### config.mk
export PLATFORM = sky130hd
export DESIGN_NAME = unsorted_min_priority_queue_top
export DESIGN_NICKNAME = d
export VERILOG_FILES = /design/src/hw/rtl/upmq_pkg.sv /design/src/hw/rtl/upmq_cell.sv /design/src/hw/rtl/unsorted_min_priority_queue_top.sv
export VERILOG_INCLUDE_DIRS = /design/src /design/src/hw/rtl
export SDC_FILE = /design/constraint.sdc
export NUM_CORES = 2
export LEC_CHECK = 0
export ABC_AREA = 1
export BUFFER_PORTS_ARGS = -buffer_cell sky130_fd_sc_hd__buf_2
export CAP_MARGIN = 20
export CORE_AREA = 2 2 330 332
export CTS_BUF_LIST = sky130_fd_sc_hd__clkbuf_2 sky130_fd_sc_hd__clkbuf_4 sky130_fd_sc_hd__clkbuf_8
export DETAILED_ROUTE_END_ITERATION = 10
export DIE_AREA = 0 0 332 334
export PLACE_DENSITY = 0.58
export SLEW_MARGIN = 15
export SYNTH_ARGS = -nofsm -noshare
export SYNTH_HDL_FRONTEND = slang
export SYNTH_SLANG_ARGS = --single-unit
### constraint.sdc
create_clock -name clock -period 12.7 [get_ports clock]
set_clock_uncertainty 0.1 [all_clocks]
set_input_delay 1.27 -clock clock [delete_from_list [all_inputs] [get_ports clock]]
set_output_delay 1.27 -clock clock [all_outputs]
set_load 0.005 [all_outputs]
### src/hw/rtl/unsorted_min_priority_queue_top_assert.svh
// ---------------------------------------------------------------------------
// priority queue assertion macros
// shared concurrent assertion forms for the queue block
// ---------------------------------------------------------------------------
`ifndef UNSORTED_MIN_PRIORITY_QUEUE_TOP_ASSERT_SVH
`define UNSORTED_MIN_PRIORITY_QUEUE_TOP_ASSERT_SVH

// condition implies consequence in the same cycle
`define UPMQ_ASSERT_SAME(label, clk, rst, ante, cons, msg) \
   label: assert property (@(posedge clk) disable iff (rst) (ante) |-> (cons)) \
      else $error(msg);

// condition implies consequence in the next cycle
`define UPMQ_ASSERT_NEXT(label, clk, rst, ante, cons, msg) \
   label: assert property (@(posedge clk) disable iff (rst) (ante) |=> (cons)) \
      else $error(msg);

`endif

### src/hw/rtl/upmq_pkg.sv
`timescale 1ns / 1ps
// ---------------------------------------------------------------------------
// priority queue package
// payload types, codes and defaults shared by the queue modules
// ---------------------------------------------------------------------------
package upmq_pkg;

   localparam int DEFAULT_CAPACITY = 16;
   localparam int VALUE_W = 32;
   localparam int STATUS_W = 2;
   localparam int OCC_W = 5;

   localparam logic ACTION_INSERT = 1'b0;
   localparam logic ACTION_DELETE = 1'b1;

   localparam logic [STATUS_W-1:0] STATUS_DONE = 2'd0;
   localparam logic [STATUS_W-1:0] STATUS_FULL = 2'd1;
   localparam logic [STATUS_W-1:0] STATUS_EMPTY = 2'd2;

   typedef struct packed {
      logic action;
      logic signed [VALUE_W-1:0] value;
   } req_type;

   typedef struct packed {
      logic signed [VALUE_W-1:0] removed_value;
      logic [STATUS_W-1:0] status;
      logic [OCC_W-1:0] occupancy;
   } rsp_type;

   typedef struct packed {
      logic insert;
      logic remove;
   } cell_ctrl_type;

endpackage

### src/hw/rtl/upmq_cell.sv
`timescale 1ns / 1ps
// ---------------------------------------------------------------------------
// priority queue cell
// one slot of the sorted chain: compares against the new value and shifts
// ---------------------------------------------------------------------------
module upmq_cell
   import upmq_pkg::*;
#(
   parameter int INDEX = 0,
   parameter int CNT_W = 5
) (
   input  logic clock,
   input  cell_ctrl_type ctrl,
   input  logic [CNT_W-1:0] count,
   input  logic signed [VALUE_W-1:0] new_value,
   input  logic signed [VALUE_W-1:0] left_value,
   input  logic left_lt,
   input  logic signed [VALUE_W-1:0] right_value,
   output logic signed [VALUE_W-1:0] value,
   output logic lt
);

   logic signed [VALUE_W-1:0] value_ff;
   logic signed [VALUE_W-1:0] value_in;

   // empty slots act as plus infinity
   assign lt = (count > CNT_W'(INDEX)) ? (new_value < value_ff) : 1'b1;
   assign value = value_ff;

   always_comb begin
      value_in = value_ff;
      if (ctrl.insert) begin
         if (left_lt) begin
            value_in = left_value;
         end else if (lt) begin
            value_in = new_value;
         end
      end else if (ctrl.remove) begin
         value_in = right_value;
      end
   end

   always_ff @(posedge clock) begin
      value_ff <= value_in;
   end

endmodule

### src/hw/rtl/unsorted_min_priority_queue_top.sv
`timescale 1ns / 1ps
// the result is registered and shown in the cycle after the transaction is taken
// throughput: one transaction per cycle unless stalled; one compare and shift per cell
// the smallest value always sits in the first cell, so a delete needs no search
// reset clears the count and the result valid; cell contents are undefined until written
// ---------------------------------------------------------------------------
// min priority queue top
// bounded min priority queue built as a sorted chain of compare and shift cells
// ---------------------------------------------------------------------------
module unsorted_min_priority_queue_top
   import upmq_pkg::*;
#(
   parameter int CAPACITY = DEFAULT_CAPACITY
) (
   input  logic clock,
   input  logic reset,
   input  logic req_valid,
   output logic req_stall,
   input  req_type req_payload,
   output logic rsp_valid,
   input  logic rsp_stall,
   output rsp_type rsp_payload
);

`include "unsorted_min_priority_queue_top_assert.svh"

   localparam int CNT_W = $clog2(CAPACITY + 1);

   logic [CNT_W-1:0] count_ff;
   logic [CNT_W-1:0] count_in;
   logic rsp_valid_ff;
   logic rsp_valid_in;
   rsp_type rsp_payload_ff;
   rsp_type rsp_payload_in;

   logic req_accept;
   logic is_full;
   logic is_empty;
   cell_ctrl_type ctrl;
   logic [31:0] count_ext;

   logic signed [VALUE_W-1:0] cell_value [CAPACITY];
   logic cell_lt [CAPACITY];

   assign req_stall = rsp_valid_ff && rsp_stall;
   assign req_accept = req_valid && !req_stall;
   assign is_full = (count_ff == CNT_W'(CAPACITY));
   assign is_empty = (count_ff == '0);

   assign ctrl.insert = req_accept && (req_payload.action == ACTION_INSERT) && !is_full;
   assign ctrl.remove = req_accept && (req_payload.action == ACTION_DELETE) && !is_empty;

   genvar gi;
   generate
      for (gi = 0; gi < CAPACITY; gi++) begin : g_cell
         logic signed [VALUE_W-1:0] left_v;
         logic left_l;
         logic signed [VALUE_W-1:0] right_v;
         if (gi == 0) begin : g_first
            assign left_v = req_payload.value;
            assign left_l = 1'b0;
         end else begin : g_rest
            assign left_v = cell_value[gi-1];
            assign left_l = cell_lt[gi-1];
         end
         if (gi == CAPACITY - 1) begin : g_last
            assign right_v = cell_value[gi];
         end else begin : g_inner
            assign right_v = cell_value[gi+1];
         end
         upmq_cell #(
            .INDEX(gi),
            .CNT_W(CNT_W)
         ) u_cell (
            .clock(clock),
            .ctrl(ctrl),
            .count(count_ff),
            .new_value(req_payload.value),
            .left_value(left_v),
            .left_lt(left_l),
            .right_value(right_v),
            .value(cell_value[gi]),
            .lt(cell_lt[gi])
         );
      end
   endgenerate

   always_comb begin
      count_in = count_ff;
      if (ctrl.insert) begin
         count_in = count_ff + CNT_W'(1);
      end else if (ctrl.remove) begin
         count_in = count_ff - CNT_W'(1);
      end
   end

   assign count_ext = 32'(count_in);

   always_comb begin
      rsp_payload_in = rsp_payload_ff;
      rsp_valid_in = rsp_valid_ff && rsp_stall;
      if (req_accept) begin
         rsp_valid_in = 1'b1;
         rsp_payload_in.removed_value = '0;
         rsp_payload_in.status = STATUS_DONE;
         rsp_payload_in.occupancy = count_ext[OCC_W-1:0];
         if (req_payload.action == ACTION_INSERT) begin
            if (is_full) begin
               rsp_payload_in.status = STATUS_FULL;
            end
         end else begin
            if (is_empty) begin
               rsp_payload_in.status = STATUS_EMPTY;
            end else begin
               rsp_payload_in.removed_value = cell_value[0];
            end
         end
      end
   end

   always_ff @(posedge clock) begin
      if (reset) begin
         count_ff <= '0;
         rsp_valid_ff <= 1'b0;
      end else begin
         count_ff <= count_in;
         rsp_valid_ff <= rsp_valid_in;
      end
   end

   always_ff @(posedge clock) begin
      rsp_payload_ff <= rsp_payload_in;
   end

   assign rsp_valid = rsp_valid_ff;
   assign rsp_payload = rsp_payload_ff;

   `UPMQ_ASSERT_SAME(a_count_bound, clock, reset, 1'b1,
      count_ff <= CNT_W'(CAPACITY), "count above capacity")
   `UPMQ_ASSERT_NEXT(a_insert_count, clock, reset, ctrl.insert,
      count_ff == $past(count_ff) + CNT_W'(1), "insert did not raise count")
   `UPMQ_ASSERT_NEXT(a_delete_value, clock, reset, ctrl.remove,
      rsp_payload_ff.removed_value == $past(cell_value[0]), "delete lost head value")
   `UPMQ_ASSERT_SAME(a_empty_occ, clock, reset,
      rsp_valid_ff && (rsp_payload_ff.status == STATUS_EMPTY),
      rsp_payload_ff.occupancy == '0, "empty status with nonzero occupancy")

endmodule
== Word level (Yosys, flattened, before mapping) ==
Cells that the tools add are included.
W data, S select, Z words.

* Bits in registers: 557
* Bits of input ports: 37
* Output and inout port bits: 41
* Word-level logic and storage cells: 184

* Add/sub/neg operators: 2
* $lt $le $gt $ge: 32
* Eq/ne operators: 16
* Mux-type cells: 83
* Bitwise logic cells: 1
* Reductions and logical operators: 29

{| class="wikitable"
|+ Operators with widths
! operator !! number
|-
| $mux W32 || 61
|-
| $lt A32 B32 Y1 || 16
|-
| $ne A3 B1 Y1 const B || 14
|-
| $gt A5 B4 Y1 const B || 8
|-
| $reduce_and A2 Y1 || 16
|-
| $gt A5 B3 Y1 const B || 4
|-
| $mux W1 || 18
|-
| $gt A5 B1 Y1 const B || 2
|-
| $gt A5 B2 Y1 const B || 2
|-
| $mux W5 || 2
|-
| $logic_and A1 B1 Y1 || 6
|-
| $add A5 B1 Y5 const B || 1
|-
| $eq A5 B5 Y1 const B || 1
|-
| $logic_not A5 Y1 || 1
|-
| $sub A5 B1 Y5 const B || 1
|-
| $mux W2 || 2
|-
| $reduce_bool A2 Y1 || 2
|-
| $logic_not A1 Y1 || 3
|-
| $ne A2 B1 Y1 const B || 1
|-
| $reduce_or A2 Y1 || 1
|-
| $not A1 Y1 || 1
|}

== Depth between registers and ports, before layout ==
* Depth in word-level cells: 7
* Gate-level depth with buffers: 20
* Gate-level depth less buffers: 18

== Cells and area by module ==
A second synthesis with hierarchy kept.

* Cells, all modules: 5266
* Area total of the unflattened synthesis: 41344.7 um^2

{| class="wikitable"
|+ Modules (own cells, without submodules)
! module !! times used !! cells an instance !! area an instance (um^2)
|-
| upmq_cell at g_cell[12].u_cell ... || 2 || 320 || 2462.4
|-
| upmq_cell at g_cell[9].u_cell || 1 || 319 || 2481.1
|-
| upmq_cell at g_cell[2].u_cell || 1 || 317 || 2479.9
|-
| upmq_cell at g_cell[6].u_cell || 1 || 317 || 2478.6
|-
| upmq_cell at g_cell[5].u_cell || 1 || 317 || 2477.4
|-
| upmq_cell at g_cell[11].u_cell || 1 || 317 || 2476.1
|-
| upmq_cell at g_cell[7].u_cell || 1 || 317 || 2474.9
|-
| upmq_cell at g_cell[8].u_cell || 1 || 320 || 2464.9
|-
| upmq_cell at g_cell[10].u_cell || 1 || 320 || 2463.6
|-
| upmq_cell at g_cell[0].u_cell || 1 || 319 || 2462.4
|-
| upmq_cell at g_cell[14].u_cell || 1 || 318 || 2459.9
|-
| upmq_cell at g_cell[13].u_cell || 1 || 318 || 2458.6
|-
| upmq_cell at g_cell[1].u_cell || 1 || 317 || 2457.4
|-
| upmq_cell at g_cell[3].u_cell || 1 || 318 || 2456.1
|-
| 2 more rows || -- || -- || --
|}

== Worst setup path before layout ==
OpenSTA, ideal clock, no wires.

* Path kind: input -> register
* From: input rsp_stall
* To: register g_cell[10].u_cell.value_ff[0], enable pin
* Library setup time: 0.432 ns
* Arrival time: 5.469 ns
* Data required time: 12.168 ns
* Path slack: 6.700 ns
* Stages: 8
* Path through: nand2_1 > inv_1 > nor2_1 > nand2_1 > nand2_2 > inv_1 > buf_2 > a21oi_1

* Longest elaborated chain between the ends: 7
* Elaborated cells between the ends (all ways): 10
* Those cells by class: 1 x eq/ne; 9 x reduce/logical

{| class="wikitable"
|+ RTL lines
! what !! RTL line !! text
|-
| start, declared || unsorted_min_priority_queue_top.sv:21 || <nowiki>input logic rsp_stall,</nowiki>
|-
| $logic_and A1 B1 Y1 * || unsorted_min_priority_queue_top.sv:45 || <nowiki>assign req_stall = rsp_valid_ff && rsp_stall;</nowiki>
|-
| named net req_stall || unsorted_min_priority_queue_top.sv:18 || <nowiki>output logic req_stall,</nowiki>
|-
| $logic_not A1 Y1 * || unsorted_min_priority_queue_top.sv:46 || <nowiki>assign req_accept = req_valid && !req_stall;</nowiki>
|-
| $logic_and A1 B1 Y1 * || unsorted_min_priority_queue_top.sv:46 ||
|-
| named net req_accept || unsorted_min_priority_queue_top.sv:36 || <nowiki>logic req_accept;</nowiki>
|-
| $logic_and A1 B1 Y1 (on tied branches) (2 in series) || unsorted_min_priority_queue_top.sv:50, unsorted_min_priority_queue_top.sv:51 ||
|-
| $ne A3 B1 Y1 (no source line) / $reduce_bool A2 Y1 (equally long branches) || -- ||
|-
| $reduce_and A2 Y1 (no source line) * || -- ||
|-
| end signal, assigned || upmq_cell.sv:44 || <nowiki>value_ff <= value_in;</nowiki>
|-
| end, declared || upmq_cell.sv:23 || <nowiki>logic signed [VALUE_W-1:0] value_ff;</nowiki>
|}

The timed path passes the listed nets; every way through them passes the cells marked *.
A chain may end at the register's enable or synchronous reset.

== Worst setup path in the final report ==
* From: register count_ff[4]
* To: register g_cell[9].u_cell.value_ff[6], enable pin

* Longest elaborated chain between the ends: 5
* Elaborated cells between the ends (all ways): 13
* Those cells by class: 2 x order compare; 2 x eq/ne; 2 x mux; 7 x reduce/logical

{| class="wikitable"
|+ RTL lines
! what !! RTL line !! text
|-
| start, declared || unsorted_min_priority_queue_top.sv:29 || <nowiki>logic [CNT_W-1:0] count_ff;</nowiki>
|-
| start signal, assigned || unsorted_min_priority_queue_top.sv:126 || <nowiki>count_ff <= count_in;</nowiki>
|-
| parallel branches: the longest is 4 deep, another holds $gt A5 B4 Y1 || -- ||
|-
| $reduce_and A2 Y1 (no source line) * || -- ||
|-
| end signal, assigned || upmq_cell.sv:44 ||
|-
| end, declared || upmq_cell.sv:23 ||
|}

Mark *: on every way between the ends.

==> impl_metrics.py <==
metrics = {
    "routing": {
        "drtIter0Drc": 3068,
        "antenna_left": 0,
        "viasPerCell": 5.375,
        "vias": 37488,
        "wl_per_cell_um": 18.89,
        "first_pass_iters": 6,
        "routed_wl_um": 131700,
        "drc": 0,
    },
    "logic_synthesis": {
        "async_reset_ff_share_pct": 0,
        "syn_inst": 5546,
        "synth.area.top_cells": "edfxtp_1 (39%), nand2_1 (16%), ha_1 (15%)",
        "yosysSeqAreaShare_pct": 39.01,
        "ys_warn_count": 0,
        "yosys.cell_count.top_type": "nand2_1",
        "synth-edff-count": 551,
        "netlist_area_mm2": 0.04272,
        "synth_largest_area_cell": "edfxtp_1",
        "yosys-top-cells-count": "nand2_1 (1,814), inv_1 (680), nand3_1 (626)",
        "synth_fp_nets": 6084,
        "yosysUniqueCellTypes": 44,
        "ys.flop_type": "edfxtp_1",
        "synth_top_area_share_pct": 38.73,
        "syn_area_per_cell_um2": 7.704,
        "ys_ff_latch": 557,
    },
    "power_and_ir_drop": {
        "p_seq_share_pct": 38.4,
        "combPwrFrac_pct": 34.5,
        "design_power_total_mw": 6.754,
        "irDropWorstVdd_v": 0.00008434,
        "power.density_mw_per_mm2": 146.0,
        "p_leak_nw": 22.79,
        "p_sw_mw": 2.637,
        "power_frac_clock_pct": 27.1,
        "p_sw_share_pct": 39.05,
        "p_int_mw": 4.117,
    },
    "placed_design": {
        "numPortBuffers": 77,
        "placed_cells": 6772,
        "gp_routability_congestion": 0.8813,
        "placed_cell_area_mm2": 0.04398,
        "post-dp-hpwl_um": 94770,
    },
    "global_route": {
        "grt_pass1_vias": 36676,
        "grt_pass1_wl_um": 207300,
        "antenna_found_initial": 1,
        "grt.total_usage_pct": 23.29,
        "grt-ovfl-total": 0,
        "grt_max_degree": 180,
    },
    "outcome": {
        "outcome": "complete, no violations",
    },
    "worst_setup_path": {
        "arrival_ps": 6150,
        "crit_slowest_cell": "a21oi_4",
        "crit_buf_inv": 5,
        "crit_type": "flop to flop",
        "r2r-end": "g_cell[9].u_cell.value[6]$_DFFE_PP_",
        "start_kind": "flop",
        "rrSetupSlack_ps": 6810,
        "required_ps": 12960,
        "endpoint_kind": "flop",
        "timing.rr.start": "count_ff[4]$_SDFF_PP0_",
        "cp_max_fo": 179,
        "cp_cell_sequence": "nand4_1, buf_4, nand2_8, buf_4, buf_4, buf_4, buf_12, nor2_1, a21oi_4",
        "worstRegToRegCells": 9,
        "critical_path.top_delay_family": "buffers and inverters",
        "cp_slowest_stage_delay_ps": 860,
        "worst_path_most_repeated_cell": "buf_4",
    },
    "cells_and_area": {
        "layout-drive-gt1-share_pct": 6.512,
        "layout.cells.non_filler": 6974,
        "area_growth_pct": 8.285,
        "nNetsFinal": 6010,
        "design_area_mm2": 0.04626,
        "n_fill_cell": 11143,
    },
    "floorplan": {
        "die_width_um": 332,
        "core_area_mm2": 0.1078,
        "die_area_mm2": 0.1109,
        "dieHeight_um": 334,
        "num_rows": 121,
        "ios": 78,
        "start_util_pct": 39.64,
    },
    "clocking": {
        "cts_tree": "done",
        "cts.path.max_buffers": 3,
        "post_cts_buffers": 0,
        "cts_root_buf": "clkbuf_8",
        "clkTransAtPathRegs_ps": 60,
        "cts.repair.resized": 0,
        "hold_buffers": 0,
        "clock_sinks": 557,
        "htreeDepth": 3,
        "insertion_delay_ps": 780,
        "cts_buffers": 105,
    },
    "timing": {
        "rsz0062_at_grt": "false",
        "fin_crit_ps": 5891,
        "fmax_mhz": 169.8,
        "worst_pin_slew_ps": 1100,
        "slew_viol_final": 0,
        "setup_viol": 0,
        "max_slew_margin_pct": 26.53,
        "finalCritPeriodShare_pct": 46.39,
        "hold_viol_final": 0,
        "finalSetupTns_ps": 0,
    },
    "min_path": {
        "worstHoldPathType": "flop to flop",
        "hold_depth": 2,
        "min_to": "rsp_valid$_SDFF_PP0_",
        "hp-start": "rsp_valid$_SDFF_PP0_",
    },
    "flow_run": {
        "cap_violations": 0,
    },
}
-- layout make-up --
cell class,count,area [µm²],share of cell area [%]
Inverter,691,2601,5.623
Sequential cell,557,16670,36.02
Clock inverter,51,336.6,0.7275
Tap cell,1414,1769,3.824
Multi-Input combinational cell,3993,22230,48.06
Antenna cell,1,2.502,0.005409
Clock buffer,143,1762,3.808
Timing Repair Buffer,124,894.6,1.934
-- through the flow --
step | worst slack [ps] | utilization [%] | hold WS [ps]
floorplan | 6700 | - | 371.0
global placement | 6234 | 40.79 | 379.5
detailed placement | 6156 | 40.80 | 377.3
CTS | 6674 | 42.75 | 386.0
global route | 6365 | 42.92 | 430.6
finish | 6809 | 42.92 | 390.0
-- sequential cells by signal (all words and copies together), names as in the netlist --
register and cells:
g_cell.u_cell.value 512, rsp_payload 39, count_ff 5, rsp_valid 1
-- power groups by stage --
stage,Combinational (mW),Clock (mW),Sequential (mW)
floorplan,1.67,0,2.58
global placement,2.24,0,2.62
detailed placement,2.28,0,2.63
CTS,2.29,1.87,2.60
global route,2.64,1.93,2.63
finish,2.33,1.83,2.60
-- placed cells by master, fill, tap and decap left out, types with 4 or more instances in the layout --
cell type	count
nand2_1	1814
clkinv_1	32
o21bai_1	33
nand2_2	12
o21ai_0	66
clkbuf_4	33
dfxtp_1	6
nand3_2	17
o21ai_1	35
clkinv_2	11
o21ai_2	5
o21a_1	11
nor2_1	200
inv_1	680
buf_2	77
nand3b_1	7
ha_1	501
nand3_1	624
edfxtp_1	551
buf_16	6
a21oi_1	242
nor3_1	28
a21oi_4	8
clkbuf_8	110
nand4_1	347
inv_2	9
bufinv_16	4
buf_4	37
nor2_2	5
nor2_4	6
-- tightest hold or removal path: cells and delay by family, from the launching register on --
kind | cells | cell delay (ps)
AND/OR/NAND/NOR | 1 | 80
flip-flops | 1 | 300
AO/OA/AOI/OAI | 1 | 60
-- metal layers --
| metal | global-route usage, % | vias up | share of wire, % |
|---|---|---|---|
| met5 | 0 | - | 0 |
| met4 | 6.983 | 0 | 3.0 |
| met3 | 3.375 | 224 | 6.3 |
| met2 | 37.71 | 1228 | 44 |
| met1 | 32.18 | 17482 | 47 |
| li1 | - | 18554 | - |
-- kinds of logic (layout without fill, tap and decap cells) --
group                      count (synthesis)  count (layout)  share of synthesized area, %
DFF                                      557             557                         39.01
adders and majority gates                501             501                         14.67
AOI/OAI and AO/OA                        414             414                         5.309
buffers and inverters                    996            1009                         9.421
and+or+nand+nor                         3075            3075                         31.53
other                                      0               1                             0
xor gates and xnor gates                   3               3                       0.06151
-- worst max-delay path by stage --
stage          slack [ps]                              endpoint  cells after the start                   start
6_report             6810   g_cell[9].u_cell.value[6]$_DFFE_PP_                      9  count_ff[4]$_SDFF_PP0_
5_1_grt              6360  g_cell[9].u_cell.value[25]$_DFFE_PP_                     11  count_ff[1]$_SDFF_PP0_
4_1_cts              6670  g_cell[11].u_cell.value[8]$_DFFE_PP_                      9  count_ff[4]$_SDFF_PP0_
3_5_place_dp         6160  g_cell[11].u_cell.value[3]$_DFFE_PP_                     11               rsp_stall
3_3_place_gp         6230  g_cell[11].u_cell.value[2]$_DFFE_PP_                     11               rsp_stall
2_1_floorplan        6700  g_cell[10].u_cell.value[0]$_DFFE_PP_                      8               rsp_stall
No activity file was read; power rests on OpenSTA's default activity.
